`src/fmd_pkg.sv`:
```
// ----------------------------------------------------------------------------
// fmd_pkg
// Shared types, constants and step codes for the FM phase discriminator.
// ----------------------------------------------------------------------------
package fmd_pkg;

  localparam int SAMPLE_W        = 16;
  localparam int ANGLE_FRAC_W    = 13;
  localparam int GAIN_W          = 16;
  localparam int GAIN_FRAC_W     = 12;
  localparam int MSG_W           = 16;
  localparam int MSG_FRAC_W      = 11;
  localparam logic [GAIN_W-1:0] GAIN_RESET = 16'd326;

  // constants in Q30
  localparam longint K30_CUBIC        = 64'sd210775520;
  localparam longint K30_LINEAR       = 64'sd1054092349;
  localparam longint K30_QTR_PI       = 64'sd843314857;
  localparam longint K30_THREE_QTR_PI = 64'sd2529944570;

  // datapath step codes
  localparam logic [3:0] OP_NONE = 4'd0;
  localparam logic [3:0] OP_LOAD = 4'd1;
  localparam logic [3:0] OP_X0   = 4'd2;
  localparam logic [3:0] OP_X1   = 4'd3;
  localparam logic [3:0] OP_Y0   = 4'd4;
  localparam logic [3:0] OP_Y1   = 4'd5;
  localparam logic [3:0] OP_PREP = 4'd6;
  localparam logic [3:0] OP_DIV  = 4'd7;
  localparam logic [3:0] OP_R2   = 4'd8;
  localparam logic [3:0] OP_U    = 4'd9;
  localparam logic [3:0] OP_ANG  = 4'd10;
  localparam logic [3:0] OP_MSG  = 4'd11;

  typedef struct packed {
    logic [3:0] op;
    logic       div_first;
  } fmd_cmd_t;

  typedef struct packed {
    logic signed [SAMPLE_W-1:0] sample_i;
    logic signed [SAMPLE_W-1:0] sample_q;
    logic                       block_end;
  } fmd_in_t;

  typedef struct packed {
    logic signed [MSG_W-1:0] message;
    logic                    block_end_out;
  } fmd_out_t;

  // Q30 constant rounded half up to f fraction bits (all constants positive)
  function automatic longint from_q30(longint k, int f);
    longint t;
    t = k + (longint'(1) <<< (29 - f));
    return t >>> (30 - f);
  endfunction

endpackage

```
`src/fmd_ctrl.sv`:
```
// ----------------------------------------------------------------------------
// fmd_ctrl
// Sequencer: walks one word through multiply, divide and polynomial steps.
// ----------------------------------------------------------------------------
module fmd_ctrl import fmd_pkg::*; #(
  parameter int ANGLE_FRAC_BITS = ANGLE_FRAC_W
) (
  input  logic     clk,
  input  logic     rst_n,
  input  logic     in_valid,
  output logic     in_stall,
  output logic     out_valid,
  input  logic     out_stall,
  output fmd_cmd_t cmd
);

  localparam int CW = $clog2(ANGLE_FRAC_BITS + 1);
  localparam logic [CW-1:0] DIV_LAST = CW'(ANGLE_FRAC_BITS);

  localparam logic [3:0] ST_IDLE = 4'd0;
  localparam logic [3:0] ST_X0   = 4'd1;
  localparam logic [3:0] ST_X1   = 4'd2;
  localparam logic [3:0] ST_Y0   = 4'd3;
  localparam logic [3:0] ST_Y1   = 4'd4;
  localparam logic [3:0] ST_PREP = 4'd5;
  localparam logic [3:0] ST_DIV  = 4'd6;
  localparam logic [3:0] ST_R2   = 4'd7;
  localparam logic [3:0] ST_U    = 4'd8;
  localparam logic [3:0] ST_ANG  = 4'd9;
  localparam logic [3:0] ST_MSG  = 4'd10;

  logic [3:0]    state_r, state_nxt;
  logic [CW-1:0] cnt_r, cnt_nxt;
  logic          out_valid_r, out_valid_nxt;
  logic          slot_free;

  assign slot_free = !out_valid_r || !out_stall;
  assign in_stall  = (state_r != ST_IDLE);
  assign out_valid = out_valid_r;

  always_comb begin
    state_nxt     = state_r;
    cnt_nxt       = cnt_r;
    out_valid_nxt = out_valid_r && out_stall;
    cmd.op        = OP_NONE;
    cmd.div_first = (cnt_r == '0);
    case (state_r)
      ST_IDLE: begin
        if (in_valid) begin
          cmd.op    = OP_LOAD;
          state_nxt = ST_X0;
        end
      end
      ST_X0:   begin cmd.op = OP_X0;   state_nxt = ST_X1; end
      ST_X1:   begin cmd.op = OP_X1;   state_nxt = ST_Y0; end
      ST_Y0:   begin cmd.op = OP_Y0;   state_nxt = ST_Y1; end
      ST_Y1:   begin cmd.op = OP_Y1;   state_nxt = ST_PREP; end
      ST_PREP: begin
        cmd.op    = OP_PREP;
        cnt_nxt   = '0;
        state_nxt = ST_DIV;
      end
      ST_DIV: begin
        cmd.op  = OP_DIV;
        cnt_nxt = cnt_r + 1'b1;
        if (cnt_r == DIV_LAST) state_nxt = ST_R2;
      end
      ST_R2:   begin cmd.op = OP_R2;   state_nxt = ST_U; end
      ST_U:    begin cmd.op = OP_U;    state_nxt = ST_ANG; end
      ST_ANG:  begin cmd.op = OP_ANG;  state_nxt = ST_MSG; end
      ST_MSG: begin
        if (slot_free) begin
          cmd.op        = OP_MSG;
          out_valid_nxt = 1'b1;
          state_nxt     = ST_IDLE;
        end
      end
      default: state_nxt = ST_IDLE;
    endcase
  end

  always_ff @(posedge clk) begin
    if (!rst_n) begin
      state_r     <= ST_IDLE;
      cnt_r       <= '0;
      out_valid_r <= 1'b0;
    end else begin
      state_r     <= state_nxt;
      cnt_r       <= cnt_nxt;
      out_valid_r <= out_valid_nxt;
    end
  end

endmodule

```
`src/fmd_datapath.sv`:
```
// ----------------------------------------------------------------------------
// fmd_datapath
// Shared multiplier, restoring divider and the atan2 polynomial registers.
// ----------------------------------------------------------------------------
module fmd_datapath import fmd_pkg::*; #(
  parameter int ANGLE_FRAC_BITS = ANGLE_FRAC_W
) (
  input  logic              clk,
  input  logic              rst_n,
  input  fmd_cmd_t          cmd,
  input  fmd_in_t           in_data,
  input  logic              cfg_wr_en,
  input  logic [GAIN_W-1:0] cfg_wr_data,
  output fmd_out_t          out_data
);

  localparam int SW  = SAMPLE_W;
  localparam int F   = ANGLE_FRAC_BITS;
  localparam int XW  = 2 * SW + 1;
  localparam int DW  = 2 * SW + 2;
  localparam int RW  = F + 2;
  localparam int AW  = F + 3;
  localparam int M1  = (SW + 1 > AW) ? SW + 1 : AW;
  localparam int MW  = (M1 > GAIN_W + 1) ? M1 : GAIN_W + 1;
  localparam int PW  = 2 * MW;
  localparam int SH  = F + GAIN_FRAC_W - MSG_FRAC_W;

  localparam logic signed [AW-1:0] K_CUBIC  = AW'(from_q30(K30_CUBIC, F));
  localparam logic signed [AW-1:0] K_LINEAR = AW'(from_q30(K30_LINEAR, F));
  localparam logic signed [AW-1:0] K_B1     = AW'(from_q30(K30_QTR_PI, F));
  localparam logic signed [AW-1:0] K_B3     = AW'(from_q30(K30_THREE_QTR_PI, F));
  localparam logic signed [PW:0]   MSG_MAXV = (PW+1)'(32767);
  localparam logic signed [PW:0]   MSG_MINV = -(PW+1)'(32768);

  logic signed [SW-1:0] prev_i_r, prev_q_r, cur_i_r, cur_q_r;
  logic                 blk_r;
  logic [GAIN_W-1:0]    gain_r;
  logic signed [XW-1:0] x_r, y_r;
  logic [DW:0]          rem_r;
  logic [DW-1:0]        den_r;
  logic [F:0]           q_r;
  logic                 neg_r, yneg_r;
  logic signed [AW-1:0] base_r, u_r, ang_r;
  logic signed [RW-1:0] r_r, r2_r;
  fmd_out_t             out_r;

  logic signed [MW-1:0] ma, mb;
  logic signed [PW-1:0] prod;
  logic signed [DW-1:0] xe, ye, abs_y, a_v, num_v, den_v;
  logic [DW:0]          t_v;
  logic signed [RW-1:0] r_c;
  logic signed [PW:0]   rnd_v, msg_v;

  assign r_c = neg_r ? -$signed({1'b0, q_r}) : $signed({1'b0, q_r});

  always_comb begin
    ma = '0;
    mb = '0;
    case (cmd.op)
      OP_X0:   begin ma = MW'(prev_i_r); mb = MW'(cur_i_r); end
      OP_X1:   begin ma = MW'(prev_q_r); mb = MW'(cur_q_r); end
      OP_Y0:   begin ma = MW'(prev_i_r); mb = MW'(cur_q_r); end
      OP_Y1:   begin ma = MW'(prev_q_r); mb = MW'(cur_i_r); end
      OP_R2:   begin ma = MW'(r_c);      mb = MW'(r_c);     end
      OP_U:    begin ma = MW'(K_CUBIC);  mb = MW'(r2_r);    end
      OP_ANG:  begin ma = MW'(u_r);      mb = MW'(r_r);     end
      OP_MSG:  begin ma = MW'(ang_r);    mb = $signed(MW'({1'b0, gain_r})); end
      default: begin ma = '0;            mb = '0;           end
    endcase
  end

  assign prod = ma * mb;

  // angle prep: a = |y| + 1, then num / den by sign of x
  always_comb begin
    xe    = DW'(x_r);
    ye    = DW'(y_r);
    abs_y = ye[DW-1] ? -ye : ye;
    a_v   = abs_y + DW'(1);
    if (xe[DW-1]) begin
      num_v = xe + a_v;
      den_v = a_v - xe;
    end else begin
      num_v = xe - a_v;
      den_v = xe + a_v;
    end
  end

  assign t_v   = cmd.div_first ? rem_r : {rem_r[DW-1:0], 1'b0};
  assign rnd_v = (PW+1)'(prod) + ((PW+1)'(1) <<< (SH - 1));
  assign msg_v = rnd_v >>> SH;

  always_ff @(posedge clk) begin
    if (!rst_n) begin
      prev_i_r <= '0;
      prev_q_r <= '0;
      gain_r   <= GAIN_RESET;
    end else if (cfg_wr_en) begin
      gain_r   <= cfg_wr_data;
      prev_i_r <= '0;
      prev_q_r <= '0;
    end else if (cmd.op == OP_PREP) begin
      prev_i_r <= cur_i_r;
      prev_q_r <= cur_q_r;
    end
  end

  always_ff @(posedge clk) begin
    case (cmd.op)
      OP_LOAD: begin
        cur_i_r <= SW'(in_data.sample_i);
        cur_q_r <= SW'(in_data.sample_q);
        blk_r   <= in_data.block_end;
      end
      OP_X0: x_r <= XW'(prod);
      OP_X1: x_r <= x_r + XW'(prod);
      OP_Y0: y_r <= XW'(prod);
      OP_Y1: y_r <= y_r - XW'(prod);
      OP_PREP: begin
        neg_r  <= num_v[DW-1];
        rem_r  <= {1'b0, num_v[DW-1] ? -num_v : num_v};
        den_r  <= den_v;
        base_r <= xe[DW-1] ? K_B3 : K_B1;
        yneg_r <= y_r[XW-1];
        q_r    <= '0;
      end
      OP_DIV: begin
        if (t_v >= {1'b0, den_r}) begin
          rem_r <= t_v - {1'b0, den_r};
          q_r   <= {q_r[F-1:0], 1'b1};
        end else begin
          rem_r <= t_v;
          q_r   <= {q_r[F-1:0], 1'b0};
        end
      end
      OP_R2: begin
        r_r  <= r_c;
        r2_r <= RW'(prod >>> F);
      end
      OP_U:  u_r <= AW'(prod >>> F) - K_LINEAR;
      OP_ANG: begin
        if (yneg_r) ang_r <= -(base_r + AW'((prod + (PW'(1) <<< (F - 1))) >>> F));
        else        ang_r <=   base_r + AW'((prod + (PW'(1) <<< (F - 1))) >>> F);
      end
      OP_MSG: begin
        if (msg_v > MSG_MAXV)      out_r.message <= MSG_W'(MSG_MAXV);
        else if (msg_v < MSG_MINV) out_r.message <= MSG_W'(MSG_MINV);
        else                       out_r.message <= MSG_W'(msg_v);
        out_r.block_end_out <= blk_r;
      end
      default: ;
    endcase
  end

  assign out_data = out_r;

endmodule

```
`src/fm_differential_phase_discriminator.sv`:
```
// ----------------------------------------------------------------------------
// fm_differential_phase_discriminator
// Conjugate-product FM discriminator with rational atan2 and gain scaling.
// ----------------------------------------------------------------------------
//  channel | signals                          | word
//  in      | in_valid, in_stall, in_data      | sample_i, sample_q, block_end
//  out     | out_valid, out_stall, out_data   | message, block_end_out
//  cfg     | cfg_wr_en, cfg_wr_data           | output_gain
//
//  A word is loaded, then passes the shared multiplier (eight products) and
//  the bit-per-cycle restoring divider before its result is registered; the
//  input reopens in the same cycle as the result becomes valid, so a word is
//  taken only once the previous word has left the sequencer.
//  Reset is synchronous; gain returns to 326 and the stored sample clears.
//  A new word is taken while a result waits; a stalled result holds the
//  sequencer in its last step until the output register frees.
module fm_differential_phase_discriminator import fmd_pkg::*; #(
  parameter int ANGLE_FRAC_BITS = ANGLE_FRAC_W
) (
  input  logic              clk,
  input  logic              rst_n,
  input  logic              in_valid,
  output logic              in_stall,
  input  fmd_in_t           in_data,
  output logic              out_valid,
  input  logic              out_stall,
  output fmd_out_t          out_data,
  input  logic              cfg_wr_en,
  input  logic [GAIN_W-1:0] cfg_wr_data
);

  fmd_cmd_t cmd;

  fmd_ctrl #(
    .ANGLE_FRAC_BITS(ANGLE_FRAC_BITS)
  ) u_ctrl (
    .clk       (clk),
    .rst_n     (rst_n),
    .in_valid  (in_valid),
    .in_stall  (in_stall),
    .out_valid (out_valid),
    .out_stall (out_stall),
    .cmd       (cmd)
  );

  fmd_datapath #(
    .ANGLE_FRAC_BITS(ANGLE_FRAC_BITS)
  ) u_dp (
    .clk         (clk),
    .rst_n       (rst_n),
    .cmd         (cmd),
    .in_data     (in_data),
    .cfg_wr_en   (cfg_wr_en),
    .cfg_wr_data (cfg_wr_data),
    .out_data    (out_data)
  );

endmodule
```
`config.mk`:
```
export PLATFORM = sky130hd
export DESIGN_NAME = fm_differential_phase_discriminator
export DESIGN_NICKNAME = d
export VERILOG_FILES = /design/src/fmd_pkg.sv /design/src/fmd_ctrl.sv /design/src/fmd_datapath.sv /design/src/fm_differential_phase_discriminator.sv
export SDC_FILE = /design/constraint.sdc
export NUM_CORES = 2
export LEC_CHECK = 0
export ABC_CLOCK_PERIOD_IN_PS = 16500
export BUFFER_PORTS_ARGS = -buffer_cell sky130_fd_sc_hd__buf_4
export CAP_MARGIN = 25
export CORE_UTILIZATION = 54
export DETAILED_ROUTE_END_ITERATION = 16
export PLACE_DENSITY = 0.7
export SYNTH_ARGS = -nofsm -noshare
export SYNTH_HDL_FRONTEND = slang
export SYNTH_SLANG_ARGS = --single-unit
```
`constraint.sdc`:
```
create_clock -name clk -period 16.5 [get_ports clk]
set_clock_uncertainty 0.05 [all_clocks]
set_input_delay 3.3 -clock clk [delete_from_list [all_inputs] [get_ports clk]]
set_output_delay 3.3 -clock clk [all_outputs]
set_load 0.005 [all_outputs]
```
# Yosys cells after proc, flatten, opt, wreduce, memory -nomap -nowiden
# Index checks and enable logic that the tools add are counted.
dict set report totals {
  reg_bits 336
  inputBits 54
  out_inout_bits 19
  elab_cells 113
}
dict set report op_classes {
  addsub 16
  n_mul 1
  n_lt_le_gt_ge 3
  eq_ne 25
  muxes 27
  bitwise 1
  n_reduce_logical 17
}
# cell count
set op_table {}
lappend op_table {{one-hot mux 17 bit (6 select lines)} 2}
lappend op_table {{2-to-1 mux 34 bit} 4}
lappend op_table {{one-hot mux 33 bit (2 select lines)} 2}
lappend op_table {{one-hot mux 4 bit (11 select lines)} 2}
lappend op_table {{2-to-1 mux 35 bit} 2}
lappend op_table {{one-hot mux 35 bit (2 select lines)} 1}
lappend op_table {{adder 34 x 15 -> 35 bit, second input constant} 1}
lappend op_table {{>= comparator 35 x 34 -> 1 bit} 1}
lappend op_table {{subtractor 35 x 34 -> 35 bit} 1}
lappend op_table {{adder 33 x 34 -> 34 bit} 1}
lappend op_table {{adder 34 x 2 -> 34 bit, second input constant} 1}
lappend op_table {{multiplier 17 x 17 -> 34 bit} 1}
lappend op_table {{negator 33 -> 34 bit} 1}
lappend op_table {{negator 34 bit} 1}
lappend op_table {{subtractor 33 x 34 -> 34 bit} 1}
lappend op_table {{subtractor 34 x 33 -> 34 bit} 1}
lappend op_table {{adder 33 bit} 1}
lappend op_table {{subtractor 33 bit} 1}
lappend op_table {{equality test 4 x 3 -> 1 bit, second input constant} 8}
lappend op_table {{equality test 4 bit, second input constant} 8}
lappend op_table {{2-to-1 mux 16 bit} 2}
lappend op_table {{2-to-1 mux 15 bit} 2}
lappend op_table {{adder 29 x 14 -> 29 bit, second input constant} 1}
lappend op_table {{one-hot mux 14 bit (2 select lines)} 1}
lappend op_table {{23 further kinds} 43}

# Logic depth before layout (Yosys ltp)
dict set report logic_depth {
  depth_word 12
  mapped_depth 46
  mapped_depth_nobuf 43
}

# Cells and area by module
# From an unflattened synthesis, not the netlist that was laid out.
dict set report hier_totals {
  hier_cells 4451
  area_unflattened_um2 38767.2
}
# module n_inst cells_each area_per_inst_um2 seq_area_each_um2
set by_module_without_submodules {}
lappend by_module_without_submodules {fmd_datapath 1 4376 38146.6 8918.6}
lappend by_module_without_submodules {fmd_ctrl 1 75 620.6 180.2}

# Least setup slack after synthesis
# Ideal clock, no wire load.
dict set report synth_timing {
  path_kind {input -> register}
  from {in out_stall}
  to {reg u_dp.y_r[32] (data pin)}
  setup_ns 0.272
  arrival_ns 13.501
  required_time_ns 16.178
  slack_ns 2.676
  path_stages 40
  n_path_buf 5
  cell_sequence {and2_1 nor3_1 clkbuf_1 buf_1 a22oi_1 nand4_1 clkbuf_1 nand2_1 fa_1 fa_1 fa_1 inv_1 fa_1 fa_1 inv_1 fa_1 inv_1 ha_1 [... 4 more ...] and3_4 nor2_1 buf_1 inv_1 ha_1 a21o_1 a21o_1 a21o_1 a21o_1 a21oi_1 nor3b_1 a211oi_1 o41ai_1 a31oi_1 or2_2 o31a_1 o21ai_0 xnor2_1}
}
dict set report synth_between {
  elab_chain_len 10
  elab_cells_between_ends 21
  cone_classes {add/sub: 1; mul: 1; eq/ne: 8; mux: 5; reduce/logical: 6}
}
# element line
set synth_lines {}
lappend synth_lines {{start, declared} fm_differential_phase_discriminator.sv:26} ;# input logic out_stall,
lappend synth_lines {{logical NOT 1 bit *} fmd_ctrl.sv:37} ;# assign slot_free = !out_valid_r || !out_stall;
lappend synth_lines {{logical OR 1 bit *} fmd_ctrl.sv:37}
lappend synth_lines {{2-to-1 mux 4 bit *} fmd_ctrl.sv:72} ;# if (slot_free) begin
lappend synth_lines {{one-hot mux 4 bit (11 select lines) *} fmd_ctrl.sv:47} ;# case (state_r)
lappend synth_lines {{equality test 4 x 2 -> 1 bit or equality test 4 x 3 -> 1 bit (tied branches)} fmd_datapath.sv:59} ;# case (cmd.op)
lappend synth_lines {{OR reduction 2 bit (no line)} -}
lappend synth_lines {{one-hot mux 17 bit (6 select lines)} fmd_datapath.sv:59}
lappend synth_lines {{multiplier 17 x 17 -> 34 bit *} fmd_datapath.sv:72} ;# assign prod = ma * mb;
lappend synth_lines {{net u_dp.prod[15]} fmd_datapath.sv:48} ;# logic signed [PW-1:0] prod;
lappend synth_lines {{subtractor 33 bit *} fmd_datapath.sv:118} ;# OP_Y1: y_r <= y_r - XW'(prod);
lappend synth_lines {{one-hot mux 33 bit (2 select lines) *} fmd_datapath.sv:109} ;# case (cmd.op)
lappend synth_lines {{end signal, assigned} fmd_datapath.sv:117} ;# OP_Y0: y_r <= XW'(prod);
lappend synth_lines {{end signal, assigned} fmd_datapath.sv:118}
lappend synth_lines {{end, declared} fmd_datapath.sv:38} ;# logic signed [XW-1:0] x_r, y_r;
# The timed path passes the listed nets; every way through them passes the cells marked *.
# A chain may end at the register's enable or synchronous reset.

# Worst setup path after layout
dict set report layout_timing {
  from {in out_stall}
  to {reg u_dp.ang_r[15] (data pin)}
}
dict set report layout_between {
  elab_chain_len 12
  elab_cells_between_ends 23
  cone_classes {add/sub: 3; mul: 1; eq/ne: 8; mux: 5; reduce/logical: 6}
}
# element line
set layout_lines {}
lappend layout_lines {{logical NOT 1 bit *} fmd_ctrl.sv:37}
lappend layout_lines {{logical OR 1 bit *} fmd_ctrl.sv:37}
lappend layout_lines {{2-to-1 mux 4 bit *} fmd_ctrl.sv:72}
lappend layout_lines {{one-hot mux 4 bit (11 select lines) *} fmd_ctrl.sv:47}
lappend layout_lines {{equality test 4 x 2 -> 1 bit or equality test 4 x 3 -> 1 bit (tied branches)} fmd_datapath.sv:59}
lappend layout_lines {{OR reduction 2 bit (no line)} -}
lappend layout_lines {{one-hot mux 17 bit (6 select lines)} fmd_datapath.sv:59}
lappend layout_lines {{multiplier 17 x 17 -> 34 bit *} fmd_datapath.sv:72}
lappend layout_lines {{net u_dp.prod[14]} fmd_datapath.sv:48}
lappend layout_lines {{adder 29 x 14 -> 29 bit *} {fmd_datapath.sv:142, fmd_datapath.sv:143}}
lappend layout_lines {{adder 16 bit *} {fmd_datapath.sv:142, fmd_datapath.sv:143}}
lappend layout_lines {{negator 16 bit} fmd_datapath.sv:142} ;# if (yneg_r) ang_r <= -(base_r + AW'((prod + (PW'(1) <<< (F - 1))) >>> F));
lappend layout_lines {{2-to-1 mux 16 bit *} fmd_datapath.sv:142}
lappend layout_lines {{end signal, assigned} fmd_datapath.sv:142}
lappend layout_lines {{end signal, assigned} fmd_datapath.sv:143} ;# else ang_r <= base_r + AW'((prod + (PW'(1) <<< (F - 1))) >>> F);
lappend layout_lines {{end, declared} fmd_datapath.sv:43} ;# logic signed [AW-1:0] base_r, u_r, ang_r;
# Marked as above.

==> flow_summary.toml <==
[timing]
worst-slew-pin-transition_ns = 1.250
period_share_pct = 84.53
period_minus_slack_ns = 13.95
setup_viol = 0
max_clock_freq_ghz = 0.07170
timing.final.max_slew_violations = 0
totalNegativeSetupSlack_ns = 0
hold_violation_total_from_the_final_report = 0
grt_setup_unrepaired = "false"
slew_headroom_pct = 16.65

[final_layout]
layout.filler_cells = 6513
diodes = 0
layout.core_utilization_pct = 58.66
layout-area-overhead-vs-synth_pct = 7.238
layoutNonFillerInstCount = 5414
drive_above_1_share_pct = 6.348
finish.net_count = 5091
design_area_um2 = 41150

[clocking]
max-clock-path-buffers = 3
clock_insertion_delay_worst_skew_ns = 0.60
clock_tree.htree_level_count = 2
tritoncts = "yes"
clock_buffers_created_by_tritoncts = 40
number_of_buffers_inserted_by_post_cts_setup_repair = 0
clock-sinks = 322
holdBufCountCts = 0
clk_pin_slew_worst_paths_ns = 0.06
cts_root_buffer = "clkbuf_16"
post_cts_resize_count = 0

[global_route]
via_count_of_the_first_global_routing_pass = 30700
highest_utilization_routing_layer_at_the_global_route_stage = "met1"
grt_use_met1_pct = 45.28
grt.total_usage_pct = 30.59
grtUsageMet3_pct = 6.091
grt_antenna_before_repair = 3
grt_start_max_net_pins = 54
grt_util_met2_pct = 45.18
global_route_total_overflow = 0
grt_first_pass_wirelength_um = 171700

[worst_setup_path]
crit_path_start = "out_stall"
maximum_net_fanout_on_the_critical_path = 51
critical_path_arrival_ns = 14.24
r2r-end = "u_dp.ang_r[15]"
crit_family = "adder cells"
critical-path-max-stage-delay_ns = 0.69
timing.critical_path.from_type = "input port"
worst_setup_path_end_kind = "register"
cp_data_required_time_ns = 16.79
cp-endpoint = "u_dp.ang_r[15]"
worstSetupPathDepth = 37
worst-r2r-cell-count = 33
cp_num_buf_inv = 6
timing_worst_setup_path_type = "input port to register"
critical_path_s_slowest_cell = "nand4_1"
regToRegStartpoint = "u_ctrl.state_r[3]"
r2r_slack_ns = 3.62
critical_path.most_common_cell = "fa_1"

[route]
final_antenna_net_count = 0
drtIter0Drc = 3131
drt-vias-per-instance = 5.989
route.detailed.wl_per_inst_um = 20.27
drcViolationCount = 0
routed-via-count = 32420
drt_pre_antenna_iters = 7
detail_route.wirelength_um = 109700

[synthesis]
ys_seq_elements = 322
synth_cells = 4462
syn-mean-instance-area_um2 = 8.600
netlist.area_leader.share_pct = 20.74
top_reg_cell_synth = "edfxtp_1"
synth_warnings = 0
netlist-cell-type-count = 93
fraction_of_registers_with_async_set_or_reset_after_synthesis_pct = 0
synth_fp_nets = 5111
synth_commonest_cells = "inv_1 (558), nand2_1 (494), nor2_1 (358)"
synth_top_cells_by_area = "edfxtp_1 (21%), fa_1 (15%), ha_1 (9.8%)"
post_synth_instance_area_um2 = 38370
synth_edf_count = 265
synth_sequential_area_ratio_pct = 23.71
library_cell_occupying_the_most_area_in_the_post_synthesis_netlist = "edfxtp_1"
yosys.cell_count.top_type = "inv_1"

[placement]
hpwl_um = 86980
dpl_cell_area_um2 = 39840
gp_congestion = 1.006
io_buffer_count = 72
place_inst = 5338

[power_and_ir_drop]
fin_total_pwr_uw = 3580
p_per_area_nw_per_um2 = 86.99
p_leak_uw = 0.01773
vdd_drop_max_v = 0.00007400

[job]
drv_cap = 0

[die]
die_width_um = 268.6
number_of_top_level_design_ports = 73
initial_utilization_pct = 54.70
core-area_um2 = 70150
fp.dieArea_um2 = 72130
fp.dieH_um = 268.6
fp-row-count = 97

[run_status]
run_status = "completed"

[hold_path]
hold_path.class = "register to register"
==> per-layer routing <==
metal  up-vias  routed length [um]  part of all wire [%]
met4         0                3065                   2.8
met2      1294               46960                    43
met1     15780               49110                    45
met3       167               10590                   9.6
li1      15190                   -                     -
met5         -                   0                     0
==> flip-flops by register name (all words and copies together) (netlist names), 16 cells and up <==
name and flops:
u_dp.cur_q_r 16, u_dp.out_data 17, u_dp.prev_q_r 16, u_dp.prev_i_r 16, u_dp.y_r 33, u_dp.u_r 16
u_dp.gain_r 16, u_dp.den_r 34, u_dp.ang_r 16, u_dp.rem_r 35, u_dp.cur_i_r 16, u_dp.x_r 33
==> report_power, final <==
group	switching [uW]	internal [uW]
combinational	1020	625
sequential	47.6	996
clock	394	496
total	1460	2120
==> kinds of logic (layout without fill, tap and decap cells) <==
kind of cell	Yosys count	after routing	share of synthesized area, %
mux	108	108	2.967
flops	322	322	23.71
fa+ha+maj	595	595	25.15
simple gates	1332	1332	16.07
compound gates	1014	1014	16.93
buf+inv	750	762	7.365
xor+xnor	341	341	7.802
==> layout by cell type, fill, tap and decap left out, types with 85 or more instances in the layout <==
cell type  count
buf_4        118
nand2_1      494
nor2_1       355
xor2_1       103
nand3_1       85
a21o_1        96
xnor2_1      237
o21ai_0      231
inv_1        557
edfxtp_1     265
a21oi_1      295
ha_1         301
fa_1         294
==> layout make-up <==
| class | count | area [um2] | area share [%] |
|---|---|---|---|
| Timing Repair Buffer | 119 | 905.9 | 2.201 |
| Clock buffer | 55 | 1119 | 2.718 |
| Multi-Input combinational cell | 3390 | 26550 | 64.51 |
| Sequential cell | 322 | 9099 | 22.11 |
| Inverter | 569 | 2136 | 5.190 |
| Clock inverter | 19 | 168.9 | 0.4105 |
| Tap cell | 940 | 1176 | 2.858 |
==> worst min-delay path by stage <==
stage,startpoint,endpoint,slack [ns],cells past startpoint
detailed placement,u_dp.blk_r,u_dp.out_data[0],0.38,0
global route,u_dp.blk_r,u_dp.out_data[0],0.40,0
CTS,u_dp.blk_r,u_dp.out_data[0],0.39,0
global placement,u_dp.blk_r,u_dp.out_data[0],0.38,0
floorplan,u_dp.blk_r,u_dp.out_data[0],0.35,0
finish,u_dp.blk_r,u_dp.out_data[0],0.39,0
==> per-stage QoR <==
step	setup slack, ns	hold WS, ns
after CTS	2.726	0.3939
after detailed placement	2.118	0.3755
after floorplan	2.676	0.3503
after global placement	2.483	0.3762
after global routing	1.900	0.4021
final	2.553	0.3930
No activity file was read; power rests on OpenSTA's default activity.
